<file path="src/hw/rtl/mlr_pkg.sv">
// ----------------------------------------------------------------------------
// mlr_pkg: shared types and constants of the matrix line rotator
// Item layouts, action and register codes, default sizes, and the
// command and status bundles between controller and datapath.
// ----------------------------------------------------------------------------
package mlr_pkg;

  // Default sizes
  localparam int MAX_DIM_DEF    = 32;
  localparam int DATA_WIDTH_DEF = 32;

  // Fixed field widths
  localparam int ACTION_W   = 2;
  localparam int IDX_W      = 5;
  localparam int VALUE_W    = 32;
  localparam int AMOUNT_W   = 16;
  localparam int DIM_CFG_W  = 6;
  localparam int CFG_IDX_W  = 1;

  localparam logic [DIM_CFG_W-1:0] DIM_RESET = 6'd32;

  // Configuration register indexes
  localparam logic [CFG_IDX_W-1:0] CFG_NUM_ROWS = 1'b0;
  localparam logic [CFG_IDX_W-1:0] CFG_NUM_COLS = 1'b1;

  // Actions
  typedef enum logic [ACTION_W-1:0] {
    ACT_WRITE   = 2'd0,
    ACT_READ    = 2'd1,
    ACT_ROT_ROW = 2'd2,
    ACT_ROT_COL = 2'd3
  } action_e;

  // Input item
  typedef struct packed {
    logic [ACTION_W-1:0]      action;
    logic [IDX_W-1:0]         row_index;
    logic [IDX_W-1:0]         col_index;
    logic signed [VALUE_W-1:0] write_value;
    logic                     shift_left;
    logic [AMOUNT_W-1:0]      amount;
  } in_item_t;

  // Result item
  typedef struct packed {
    logic signed [VALUE_W-1:0] read_value;
    logic                      status;
  } out_item_t;

  // Controller to datapath
  typedef struct packed {
    logic load_item;   // latch accepted item
    logic set_result;  // preset result: status from range check, value zero
    logic elem_write;  // single element write
    logic elem_read;   // single element read
    logic cap_read;    // take read data into result
    logic mod_start;   // start amount mod length
    logic line_init;   // load source and destination indexes
    logic rd_step;     // one element of the gather pass
    logic clr_idx;     // rewind destination index
    logic wr_step;     // one element of the write-back pass
  } ctrl_cmd_t;

  // Datapath to controller
  typedef struct packed {
    logic    err;
    action_e action;
    logic    mod_done;
    logic    last;
  } dp_status_t;

endpackage

</file>
<file path="src/hw/rtl/mlr_ctrl.sv">
// ----------------------------------------------------------------------------
// mlr_ctrl: sequencing state machine
// Decodes the latched item and steps the datapath through an access or
// through the reduce, gather and write-back passes of a rotation.
// ----------------------------------------------------------------------------
module mlr_ctrl (
  input  logic                 clk_i,
  input  logic                 rst_ni,
  input  logic                 start,
  output logic                 busy,
  input  mlr_pkg::dp_status_t  status_i,
  output mlr_pkg::ctrl_cmd_t   cmd_o,
  output logic                 result_valid_o
);

  typedef enum logic [8:0] {
    S_IDLE    = 9'b000000001,
    S_DECODE  = 9'b000000010,
    S_RDWAIT  = 9'b000000100,
    S_MOD     = 9'b000001000,
    S_RDPASS  = 9'b000010000,
    S_RDDRAIN = 9'b000100000,
    S_WRPASS  = 9'b001000000,
    S_WRDRAIN = 9'b010000000,
    S_RESP    = 9'b100000000
  } state_e;

  state_e state_q;
  state_e state_d;

  always_ff @(posedge clk_i or negedge rst_ni) begin
    if (!rst_ni) begin
      state_q <= S_IDLE;
    end else begin
      state_q <= state_d;
    end
  end

  // Next state and commands
  always_comb begin
    state_d = state_q;
    cmd_o   = '0;
    unique case (state_q)
      S_IDLE: begin
        if (start) begin
          cmd_o.load_item = 1'b1;
          state_d         = S_DECODE;
        end
      end
      S_DECODE: begin
        cmd_o.set_result = 1'b1;
        if (status_i.err) begin
          state_d = S_RESP;
        end else begin
          unique case (status_i.action)
            mlr_pkg::ACT_WRITE: begin
              cmd_o.elem_write = 1'b1;
              state_d          = S_RESP;
            end
            mlr_pkg::ACT_READ: begin
              cmd_o.elem_read = 1'b1;
              state_d         = S_RDWAIT;
            end
            default: begin
              cmd_o.mod_start = 1'b1;
              state_d         = S_MOD;
            end
          endcase
        end
      end
      S_RDWAIT: begin
        cmd_o.cap_read = 1'b1;
        state_d        = S_RESP;
      end
      S_MOD: begin
        if (status_i.mod_done) begin
          cmd_o.line_init = 1'b1;
          state_d         = S_RDPASS;
        end
      end
      S_RDPASS: begin
        cmd_o.rd_step = 1'b1;
        if (status_i.last) begin
          state_d = S_RDDRAIN;
        end
      end
      S_RDDRAIN: begin
        // last gathered element lands in the line buffer here
        cmd_o.clr_idx = 1'b1;
        state_d       = S_WRPASS;
      end
      S_WRPASS: begin
        cmd_o.wr_step = 1'b1;
        if (status_i.last) begin
          state_d = S_WRDRAIN;
        end
      end
      S_WRDRAIN: begin
        state_d = S_RESP;
      end
      S_RESP: begin
        state_d = S_IDLE;
      end
      default: begin
        state_d = S_IDLE;
      end
    endcase
  end

  assign busy           = (state_q != S_IDLE);
  assign result_valid_o = (state_q == S_RESP);

endmodule

</file>
<file path="config.mk">
export PLATFORM = sky130hd
export DESIGN_NAME = mlr_ctrl
export DESIGN_NICKNAME = d
export VERILOG_FILES = /design/src/hw/rtl/mlr_pkg.sv /design/src/hw/rtl/mlr_ctrl.sv
export SDC_FILE = /design/constraint.sdc
export NUM_CORES = 1
export LEC_CHECK = 0
export BUFFER_PORTS_ARGS = -buffer_cell sky130_fd_sc_hd__clkbuf_2
export CORE_AREA = 8 8 45 47
export CTS_CLUSTER_SIZE = 10
export DETAILED_ROUTE_END_ITERATION = 10
export DIE_AREA = 0 0 53 55
export GPL_TIMING_DRIVEN = 0
export HOLD_SLACK_MARGIN = 0.06
export PLACE_DENSITY = 0.81
export SYNTH_ARGS = -nofsm -noshare
export SYNTH_HDL_FRONTEND = slang
export SYNTH_SLANG_ARGS = --single-unit
</file>
<file path="constraint.sdc">
create_clock -name clk_i -period 4.2 [get_ports clk_i]
set_input_delay 0.84 -clock clk_i [delete_from_list [all_inputs] [get_ports clk_i]]
set_output_delay 0.84 -clock clk_i [all_outputs]
set_load 0.05 [all_outputs]
</file>
Word level (Yosys, flattened, before mapping) --
Index checks and enable logic that the tools add are counted.
Storage, ports and cells: memory bits (read-only) 0, output and inout port bits 12, input port bits 8, memories kept 0, bits in writable memories 0, latch bits 0, register bits 9
Cells by class: $lt $le $gt $ge 0, bitwise gates (word level) 0, add/sub/neg operators 0, $mul 0, div/mod/pow operators 0, reduce and logical (&&, ||, !) cells 4, equal/unequal tests 15, shifts and indexed selects 0, muxes and demuxes 22
Operators with widths (number):
- 9-bit case mux with 7 select lines | 1
- 9-bit two-way mux | 5
- 9-bit case mux with 2 select lines | 1
- 1-bit two-way mux | 13
- 9-bit by 1-bit equality test with 1-bit output, second input constant | 1
- 9-bit by 2-bit equality test with 1-bit output, second input constant | 1
- 9-bit by 3-bit equality test with 1-bit output, second input constant | 1
- 9-bit by 4-bit equality test with 1-bit output, second input constant | 1
- 9-bit by 5-bit equality test with 1-bit output, second input constant | 1
- 9-bit by 6-bit equality test with 1-bit output, second input constant | 1
- 9-bit by 7-bit equality test with 1-bit output, second input constant | 1
- 9-bit by 8-bit equality test with 1-bit output, second input constant | 1
- 9-bit equality test, second input constant | 1
- 9-bit by 1-bit != test with 1-bit output, second input constant | 1
- 2-bit != test, second input constant | 4
- 4-bit AND reduction | 1
- 2-bit OR reduction | 2
- 3-bit two-way mux | 1
- 2-bit by 1-bit equality test with 1-bit output, second input constant | 1
- 2-bit logical NOT | 1
- 2-bit two-way mux | 1

Logic depth before layout (Yosys ltp) --
Gate-level depths: netlist of run 1.
depth in word-level cells 5, depth in mapped cells 5, mapped depth without buffers 5

Worst setup path before layout of run 1 --
OpenSTA, ideal clock, no wires.
kind reg2out, start point register state_q[2], end point output port cmd_o[8] (netlist bit), stages on the path, launching flop included 4, path buffers 0, path slack 1.305 ns, arrival 2.055 ns, required time 3.360 ns, path through dfrtp_1 -> nor3_4 -> nand4b_2 -> nor3b_1
RTL lines:
- from (decl) | RTL line mlr_ctrl.sv:28 | state_e state_q;
- from (signal assigned) | RTL line mlr_ctrl.sv:35 | state_q <= state_d;
- to (decl) | RTL line mlr_ctrl.sv:12 | output mlr_pkg::ctrl_cmd_t cmd_o,

==> out/qor.txt, run 1 <==
DR top layer -> met3
post-route setup slack -> 1340 ps
Gate Count Post-Synth -> 64
drt drc -> 0
PortBufs -> 19
cts hold-fix bufs -> 0
die area -> 2920 sq um
Area Overhead vs Synth -> 24.5%
final hold violations -> 0
top cells by count, synth -> 9 x nor2_1, 8 x dfrtp_1, 6 x inv_1
Max Freq -> 350 MHz
WP data required -> 3360 ps
Die Span Y -> 55 um
hold_ws -> 430 ps
Lkg Pwr -> 0.000406 uW
Rows -> 14
Post-Syn Nets -> 72
RSZ-0062 raised after global routing -> no
vias in the first global route -> 536
io pins -> 20
H-tree depth -> 1
Setup violations, final -> 0
Synth area leader -> dfrtp_1
Worst setup SP type -> register
initial core utilization -> 41.8%
Top reg by flops -> state_q
Worst-Margin Slew -> 368 ps
Clk Latency, worst-skew pair -> 260 ps
mean area per synthesized cell -> 9.03 sq um
WL met3 -> 103 um
Routed Antenna Nets -> 0
initial antenna violation count -> 0
Worst Setup Path Type -> reg2out
Cell Area, Synth -> 578 sq um
gpl congestion -> 0.762
Clock Skews -> 4.17 ps
Async SR Flop Fraction -> 100%
HPWL Detailed -> 1100 um
Initial DRC Count -> 13
Peak VDD IR -> 0.336 mV
area share of the largest cell type after synthesis -> 34.6%
Horiz. Die Dim -> 53 um
worst-path fanout max -> 5
Setup WS pre-CTS -> 1590 ps
DR WL/cell -> 13.2 um
Max clock buf depth -> 2
FF/Latch Area -> 226 sq um
CP arrival -> 2020 ps
TNS Setup -> 0 ps
met1 WL -> 589 um
final net count -> 96
Power Dens Cells -> 624 nW/um^2
CTS Buf Count -> 3
met2 wire len -> 665 um
via count -> 548
largest net degree at the start of global routing -> 10
top flop regs -> state_q: 9 flops
multi-input logic area -> 329 sq um
number of max-cap violations -> 0
#FFs+latches synth -> 9
sequential area share after synthesis -> 39.2%
fillers -> 135
Core ar. -> 1380 sq um
first-pass detailed-route iteration total -> 4
max FFs per register -> 9
Critical Path Sink Type -> primary output
vias per cell -> 5.32
layout cells sized above 1 -> 31.0%
all-layer global routing usage -> 10.1%
status -> completed
first-pass GRT wire length -> 2200 um
CTS tree -> built
Rel. slew slack -> 75.3%
remaining global-route overflow -> 0
Final Cycle Share -> 68.1%
Area after DPL -> 693 sq um
minimum clock period -> 2860 ps
Synth warnings -> 0
final slew viol count -> 0
Post-CTS Resized -> 0
Hold Path Class -> in2async
postcts setup bufs -> 0
most common cell in the synthesized netlist -> nor2_1
CTS sink cnt -> 9
CTS root buffer -> clkbuf_4
antenna cells -> 0
ranking of synthesized cells by area -> dfrtp_1 35%, nor2_1 5.8%, dfstp_2 4.5%
final wirelength -> 1360 um
ys flop type -> dfrtp_1
clock transition at the registers of the reported paths -> 60 ps
synth unique cells -> 30
Post-synth EDFFs -> 0
design area -> 719 sq um
-- where the power goes --
part / switching (uW) / internal, uW
Sequential: 27.7 / 108
Clock: 29.4 / 36.6
Combinational: 163 / 83.2
Total: 221 / 228
-- stage by stage --
| step | utilization, % | std cells | total power [uW] |
|---|---|---|---|
| 4_1_cts | 52.0 | 103 | 452 |
| 6_report | 52.0 | 103 | 449 |
| 3_3_place_gp | 50.1 | 99 | 378 |
| 5_1_grt | 52.0 | 103 | 484 |
| 2_1_floorplan | - | 64 | 330 |
| 3_5_place_dp | 50.1 | 99 | 384 |
-- cells by family after synthesis --
family | after synthesis | synth area share [%]
simple gates | 37 | 42.4
compound gates | 10 | 11.5
flops | 9 | 39.2
buf+inv | 6 | 3.90
xor+xnor | 2 | 3.03
-- worst max-delay path, stage by stage (launching register included) --
cell and delay [ps]:
dfrtp_1 410, nor2_1 310, nand4b_2 210, nor4b_2 350, and3b_1 210, clkbuf_2 270
-- path summary, 6_finish.rpt --
| check | from | end | slack [ps] | cells past startpoint |
|---|---|---|---|---|
| worst max-delay path | state_q[7] | cmd_o[6] | 1340 | 5 |
| worst min-delay path | rst_ni | state_q[3] | 430 | 1 |
| worst max register to register | state_q[7] | state_q[4] | 2480 | 5 |
| worst min register to register | state_q[6] | state_q[6] | 580 | 1 |
| min in group clk_i | state_q[6] | state_q[6] | 580 | 1 |
| max in group asynchronous | rst_ni | state_q[0] | 3510 | 1 |
-- final cells by class --
type / count / area share (%)
flip-flops and latches: 9 / 31.5
inverters: 6 / 3.13
well taps: 16 / 2.78
clock buffers: 4 / 3.65
multi-input cells: 49 / 45.7
repair buffers: 19 / 13.2
-- layer usage --
metal	GRT usage, %	up-vias
met3	2.14	0
met4	7.76	0
li1	-	284
met5	0	-
met2	16.0	22
met1	11.7	242
-- placed cells by master (no fill, tap or decap), types with 2 or more instances in the layout --
master	synthesis	final
clkbuf_2	0	19
nor2_1	9	9
dfrtp_1	8	8
inv_1	6	6
nand2_1	4	4
a21o_1	3	3
clkbuf_4	0	3
or2_1	2	2
nor4b_1	2	2
nor3_1	2	2
and4_1	2	2
and2_1	2	2
and3b_1	2	2
nand3_1	2	2
o21ai_0	2	2
a31oi_1	2	2
Note: power is estimated with default switching activity, not from simulation.
==> inputs of run 2 (changes only) <==
--- a/config.mk
+++ b/config.mk
@@ -5,14 +5,15 @@
 export SDC_FILE = /design/constraint.sdc
 export NUM_CORES = 1
 export LEC_CHECK = 0
+export ABC_AREA = 1
 export BUFFER_PORTS_ARGS = -buffer_cell sky130_fd_sc_hd__clkbuf_2
-export CORE_AREA = 8 8 45 47
+export CORE_MARGIN = 8
+export CORE_UTILIZATION = 48
 export CTS_CLUSTER_SIZE = 10
 export DETAILED_ROUTE_END_ITERATION = 10
-export DIE_AREA = 0 0 53 55
 export GPL_TIMING_DRIVEN = 0
 export HOLD_SLACK_MARGIN = 0.06
-export PLACE_DENSITY = 0.81
+export PLACE_DENSITY = 0.86
 export SYNTH_ARGS = -nofsm -noshare
 export SYNTH_HDL_FRONTEND = slang
 export SYNTH_SLANG_ARGS = --single-unit
==> constraint.sdc (replaced) <==
create_clock -name clk_i -period 2.9 [get_ports clk_i]
set_input_delay 0.58 -clock clk_i [delete_from_list [all_inputs] [get_ports clk_i]]
set_output_delay 0.58 -clock clk_i [all_outputs]
set_load 0.05 [all_outputs]
==> run 2 against run 1 <==
Against the previous run: area after synthesis rose by 10%; die area fell by 5.8%; synthesized cell count rose by 58%; combinational power rose by 27%; sequential power rose by 28%; highest routed layer is now met4.
==> out/qor.txt, run 2 <==
cts hold-fix bufs -> 0 (unchanged)
Final Cycle Share -> 90.2%
WP data required -> 2320 ps (-1040 ps)
ranking of synthesized cells by area -> dfrtp_1 31%, nor2_1 18%, nand2_1 11%
clock share of power -> 16.5% (+1.8 points)
Die Span Y -> 52.4 um (-4.7%)
Cell Area, Synth -> 636 sq um (+10%)
reg-to-reg startpoint -> state_q[4]
synth unique cells -> 14 (-53%)
largest net degree at the start of global routing -> 10 (unchanged)
Worst R2R End -> state_q[6]
Area Overhead vs Synth -> 22.0%
clock transition at the registers of the reported paths -> 60 ps (about the same)
antenna cells -> 0 (unchanged)
postcts setup bufs -> 0 (unchanged)
Top reg by flops -> state_q
status -> completed
Rows -> 13 (-1)
Area after DPL -> 749 sq um (+8.1%)
CTS root buffer -> clkbuf_4
Core ar. -> 1270 sq um (-8.3%)
CTS sink cnt -> 9 (unchanged)
Max Freq -> 382 MHz
RSZ-0062 raised after global routing -> no
mean area per synthesized cell -> 6.29 sq um (-30%)
top cells by count, synth -> 30 x nor2_1, 19 x nand2_1, 17 x inv_1
max FFs per register -> 9 (unchanged)
crit-path cells -> nor2_2 -> nand3_2 -> nor2_4 -> inv_2 -> or2_1 -> or2_1 -> nor2_1 -> clkbuf_2
final hold violations -> 0 (unchanged)
Synth area leader -> dfrtp_1
PortBufs -> 19 (unchanged)
all-layer global routing usage -> 12.8% (+2.7 points)
part of the power in combinational logic -> 53.7% (-1.2 points)
CP most frequent cell -> or2_1
CTS tree -> built
commonest non-fill, non-tap cells in the layout -> 30 x nor2_1, 19 x nand2_1, 19 x clkbuf_2, 17 x inv_1, 9 x nand3_1
Finished Core Util -> 61.1% (+9.2 points)
vias per cell -> 4.97 (-6.6%)
most common cell in the synthesized netlist -> nor2_1
GRT met1 Usage -> 12.7% (+1.0 points)
TNS Setup -> 0 ps (unchanged)
layout cells sized above 1 -> 24.2% (-6.8 points)
Int Power -> 286 uW (+25%)
worst-path fanout max -> 5 (unchanged)
HPWL Detailed -> 1300 um (+19%)
Post-synth EDFFs -> 0 (unchanged)
number of max-cap violations -> 0 (unchanged)
Net Sw Frac -> 51.1% (+1.9 points)
gr busiest metal -> met2
Clk Latency, worst-skew pair -> 260 ps (about the same)
drt drc -> 0 (unchanged)
Horiz. Die Dim -> 52.4 um (-1.2%)
Clock Skews -> 0.210 ps (-3.96 ps)
die area -> 2740 sq um (-5.8%)
Critical Path Sink Type -> primary output
fillers -> 122 (-9.6%)
first-pass detailed-route iteration total -> 4 (unchanged)
Async SR Flop Fraction -> 100% (unchanged)
gpl congestion -> 0.793 (+4.0%)
Initial DRC Count -> 10 (-3)
Lkg Pwr -> 0.000469 uW (+16%)
r2r worst-path depth -> 9 (+4)
remaining global-route overflow -> 0 (unchanged)
Post-Syn Nets -> 109 (+51%)
#FFs+latches synth -> 9 (unchanged)
DR WL/cell -> 11.1 um (-16%)
initial antenna violation count -> 0 (unchanged)
via count -> 691 (+26%)
Setup violations, final -> 0 (unchanged)
Peak VDD IR -> 0.498 mV (+48%)
final net count -> 133 (+39%)
Post-CTS Resized -> 0 (unchanged)
P_sw -> 298 uW (+35%)
CTS Buf Count -> 3 (unchanged)
Rel. slew slack -> 78.3% (+3.0 points)
area share of the largest cell type after synthesis -> 31.5% (-3.1 points)
Max clock buf depth -> 2 (unchanged)
met3 global-route usage -> 4.83% (+2.7 points)
vias in the first global route -> 640 (+19%)
Power Dens Cells -> 752 nW/um^2 (+21%)
Gate Count Post-Synth -> 101 (+58%)
Synth warnings -> 0 (unchanged)
final slew viol count -> 0 (unchanged)
top flop regs -> state_q: 9 flops
io pins -> 20 (unchanged)
Worst-Margin Slew -> 324 ps (-43.9 ps)
initial core utilization -> 50.1% (+8.3 points)
R2R setup slack -> 1230 ps (-1250 ps)
grt met2 use -> 21.5% (+5.5 points)
sequential area share after synthesis -> 35.6% (-3.5 points)
design area -> 776 sq um (+7.8%)
Hold Path Class -> in2async
worst stage delay on the critical path -> 440 ps (+30 ps)
ys flop type -> dfrtp_1
final wirelength -> 1540 um (+13%)
commonest non-fill, non-tap cell in the layout -> nor2_1
first-pass GRT wire length -> 2660 um (+21%)
crit path max-delay cell type -> dfrtp_1
H-tree depth -> 1 (unchanged)
minimum clock period -> 2620 ps
Worst Setup Path Type -> reg2out
CP arrival -> 2040 ps (+20 ps)
sequential share of power -> 29.8% (-0.5 points)
Routed Antenna Nets -> 0 (unchanged)
Worst setup SP type -> register
-- run 2: changes by cell type after synthesis, sizes merged, moves of 3 or more --
cell   previous run  this run
nand3             2        11
a21o              3         0
nor2              9        34
nor4b             3         0
nand2             4        19
inv               6        18
-- run 2: worst max path at each step --
| stage | start | to | depth (start not counted) |
|---|---|---|---|
| 3_5_place_dp | state_q[4] | cmd_o[6] | 8 |
| 4_1_cts | state_q[4] | cmd_o[6] | 8 |
| 6_report | state_q[4] | cmd_o[6] | 8 |
| 2_1_floorplan | state_q[7] | cmd_o[6] | 7 |
| 3_3_place_gp | state_q[4] | cmd_o[6] | 8 |
| 5_1_grt | state_q[4] | cmd_o[6] | 8 |
-- run 2: cell type report --
| class | count | area (sq um) | share of cell area [%] |
|---|---|---|---|
| clock buffer | 4 | 26.3 | 3.39 |
| timing repair buffer | 19 | 95.1 | 12.3 |
| inverter | 18 | 67.6 | 8.71 |
| multi-input combinational | 74 | 342 | 44.0 |
| tap | 15 | 18.8 | 2.42 |
| sequential | 9 | 226 | 29.2 |
-- run 2: metrics by stage --
| step | cells | hold slack (ps) | power [uW] | setup WS (ps) |
|---|---|---|---|---|
| 6_report | 139 | 163 | 584 | 284 |
| 5_1_grt | 139 | 163 | 631 | 110 |
| 4_1_cts | 139 | 162 | 587 | 267 |
| 3_5_place_dp | 135 | 446 | 486 | 560 |
| 3_3_place_gp | 135 | 446 | 476 | 625 |
| 2_1_floorplan | 101 | 284 | 419 | 209 |
-- run 2: critical path: cells and delay by family (launching register included) --
kind | cells | cell delay [ps]
and+or+nand+nor | 6 | 990
DFF | 1 | 440
buffers and inverters | 2 | 330
-- run 2: power by group through the flow --
stage | clock network, uW | logic (uW) | registers [uW]
6_report | 96.1 | 313 | 174
5_1_grt | 111 | 346 | 174
4_1_cts | 99.2 | 315 | 173
3_5_place_dp | 0 | 312 | 174
3_3_place_gp | 0 | 304 | 173
2_1_floorplan | 0 | 250 | 169
-- run 2: kinds of logic after synthesis --
kind of cell / Yosys count / synth area share (%)
AO/OA/AOI/OAI: 7 / 5.51
buffers and inverters: 18 / 10.6
flip-flops: 9 / 35.6
AND/OR/NAND/NOR: 67 / 48.2
-- run 2: layer usage --
metal / part of all wire [%] / vias to the layer above
li1: - / 358
met1: 44 / 308
met2: 48 / 20
met3: 4.8 / 5
met4: 3.1 / 0
met5: 0 / -
==> inputs of run 3 (changes only) <==
--- a/config.mk
+++ b/config.mk
@@ -7,7 +7,6 @@
 export LEC_CHECK = 0
 export ABC_AREA = 1
 export BUFFER_PORTS_ARGS = -buffer_cell sky130_fd_sc_hd__clkbuf_2
-export CORE_MARGIN = 8
 export CORE_UTILIZATION = 48
 export CTS_CLUSTER_SIZE = 10
 export DETAILED_ROUTE_END_ITERATION = 10
==> run 3 against run 2 <==
Against the previous run: combinational power is 3% higher; total power increased by 0.26%; final cell count shrank 0.72%; first-iteration DRC count is 60% higher; non-clock buffer count did not move; wire length down 7.9%; clock-buffer cell count did not move; critical path depth unchanged.
==> out/qor.txt, run 3 (same netlist as run 2, synthesis figures left out) <==
Rows -> 12 (-1)
P_sw -> 300 uW (+0.66%)
initial antenna violation count -> 0 (unchanged)
RSZ-0062 raised after global routing -> no
Core ar. -> 1170 sq um (-7.7%)
number of max-cap violations -> 0 (unchanged)
Worst R2R End -> state_q[6]
Worst Setup Path Type -> reg2out
Horiz. Die Dim -> 38.4 um (-27%)
Top reg by flops -> state_q
fillers -> 106 (-13%)
gpl congestion -> 0.787 (-0.79%)
part of the power in combinational logic -> 54.8% (+1.1 points)
CTS root buffer -> clkbuf_4
final non-filler cell total -> 138 (-0.72%)
worst-path fanout max -> 5 (unchanged)
multi-input logic area -> 342 sq um (unchanged)
Net Sw Frac -> 51.3% (+0.21 points)
layout cells sized above 1 -> 24.2% (unchanged)
CTS Buf Count -> 3 (unchanged)
top flop regs -> state_q: 9 flops
H-tree depth -> 1 (unchanged)
R2R setup slack -> 1220 ps (about the same)
Lkg Pwr -> 0.000469 uW (unchanged)
Clk Latency, worst-skew pair -> 250 ps (about the same)
HPWL Detailed -> 1190 um (-8.6%)
first-pass detailed-route iteration total -> 4 (unchanged)
Power Dens Cells -> 755 nW/um^2 (+0.42%)
Area Overhead vs Synth -> 21.9%
sequential share of power -> 29.5% (-0.3 points)
CP arrival -> 2020 ps (-20 ps)
final slew viol count -> 0 (unchanged)
clock transition at the registers of the reported paths -> 60 ps (about the same)
antenna cells -> 0 (unchanged)
clock share of power -> 15.7% (-0.8 points)
Critical Path Sink Type -> primary output
die area -> 1470 sq um (-46%)
Die Span Y -> 38.4 um (-27%)
final hold violations -> 0 (unchanged)
Peak VDD IR -> 0.585 mV (+18%)
Initial DRC Count -> 16 (+6)
Rel. slew slack -> 78.7% (+0.39 points)
vias in the first global route -> 615 (-3.9%)
Worst-Margin Slew -> 318 ps (-5.86 ps)
CTS tree -> built
FF/Latch Area -> 226 sq um (unchanged)
first-pass GRT wire length -> 2450 um (-7.8%)
initial core utilization -> 54.3% (+4.2 points)
Hold Path Class -> in2async
PortBufs -> 19 (unchanged)
Max clock buf depth -> 2 (unchanged)
vias per cell -> 4.94 (-0.59%)
max FFs per register -> 9 (unchanged)
Int Power -> 285 uW (-0.17%)
reg-to-reg startpoint -> state_q[4]
io pins -> 20 (unchanged)
Max Freq -> 384 MHz (+0.50%)
final wirelength -> 1420 um (-7.9%)
r2r worst-path depth -> 9 (unchanged)
remaining global-route overflow -> 0 (unchanged)
all-layer global routing usage -> 24.8% (+12 points)
minimum clock period -> 2600 ps (-13.0 ps)
CTS sink cnt -> 9 (unchanged)
final net count -> 133 (unchanged)
status -> completed
commonest non-fill, non-tap cell in the layout -> nor2_1
via count -> 682 (-1.3%)
Worst setup SP type -> register
drt drc -> 0 (unchanged)
postcts setup bufs -> 0 (unchanged)
WP data required -> 2320 ps (about the same)
Finished Core Util -> 66.1% (+5.0 points)
commonest non-fill, non-tap cells in the layout -> 30 x nor2_1, 19 x nand2_1, 19 x clkbuf_2, 17 x inv_1, 9 x nand3_1
largest net degree at the start of global routing -> 10 (unchanged)
Setup violations, final -> 0 (unchanged)
cts hold-fix bufs -> 0 (unchanged)
cell count after placement -> 134 (-0.74%)
DR WL/cell -> 10.3 um (-7.3%)
Final Cycle Share -> 89.8% (-0.45 points)
Clock Skews -> 1.67 ps (+1.46 ps)
TNS Setup -> 0 ps (unchanged)
Post-CTS Resized -> 0 (unchanged)
Routed Antenna Nets -> 0 (unchanged)
## run 3: cell counts in the layout (fill, tap and decap cells not counted)
Identical to the previous run, type by type.
## run 3: per-layer routing
layer	GRT usage, %	vias up	wire (um)	share of wire [%]
met3	1.74	0	83	5.9
met5	0	-	0	0
li1	-	353	-	-
met4	10.3	0	0	0
met2	47.0	28	708	50
met1	28.0	301	622	44
## run 3: power by group through the flow
| stage | combinational (uW) | sequential (uW) | clock (uW) |
|---|---|---|---|
| floorplan | 250 | 169 | 0 |
| global placement | 304 | 172 | 0 |
| detailed placement | 317 | 174 | 0 |
| CTS | 319 | 172 | 95.2 |
| global route | 349 | 174 | 99.5 |
| finish | 321 | 173 | 91.7 |
## run 3: worst max-delay path: stages, from the launching register on
cell and delay (ps):
dfrtp_1 430, nor2_2 160, nand3_2 140, nor2_4 150
inv_2 40, or2_1 230, or2_1 250, nor2_1 90
clkbuf_2 280
## run 3: worst max path at each step
stage | start | end
floorplan | state_q[7] | cmd_o[6]
global placement | state_q[4] | cmd_o[7]
detailed placement | state_q[4] | cmd_o[6]
CTS | state_q[4] | cmd_o[6]
global route | state_q[4] | cmd_o[6]
finish | state_q[4] | cmd_o[6]
## run 3: through the flow
| stage | worst slack [ps] | cell area, sq um | total power, uW | hold WS, ps |
|---|---|---|---|---|
| 3_3_place_gp | 638 | 748 | 477 | 437 |
| 5_1_grt | 171 | 774 | 623 | 174 |
| 2_1_floorplan | 209 | 636 | 419 | 284 |
| 3_5_place_dp | 579 | 748 | 492 | 439 |
| 4_1_cts | 295 | 774 | 586 | 167 |
| 6_report | 297 | 774 | 585 | 169 |
## run 3: cell type report
class	count	area share, %
sequential	9	29.2
multi-input combinational	74	44.1
clock buffer	4	3.39
inverter	18	8.72
tap	14	2.26
timing repair buffer	19	12.3
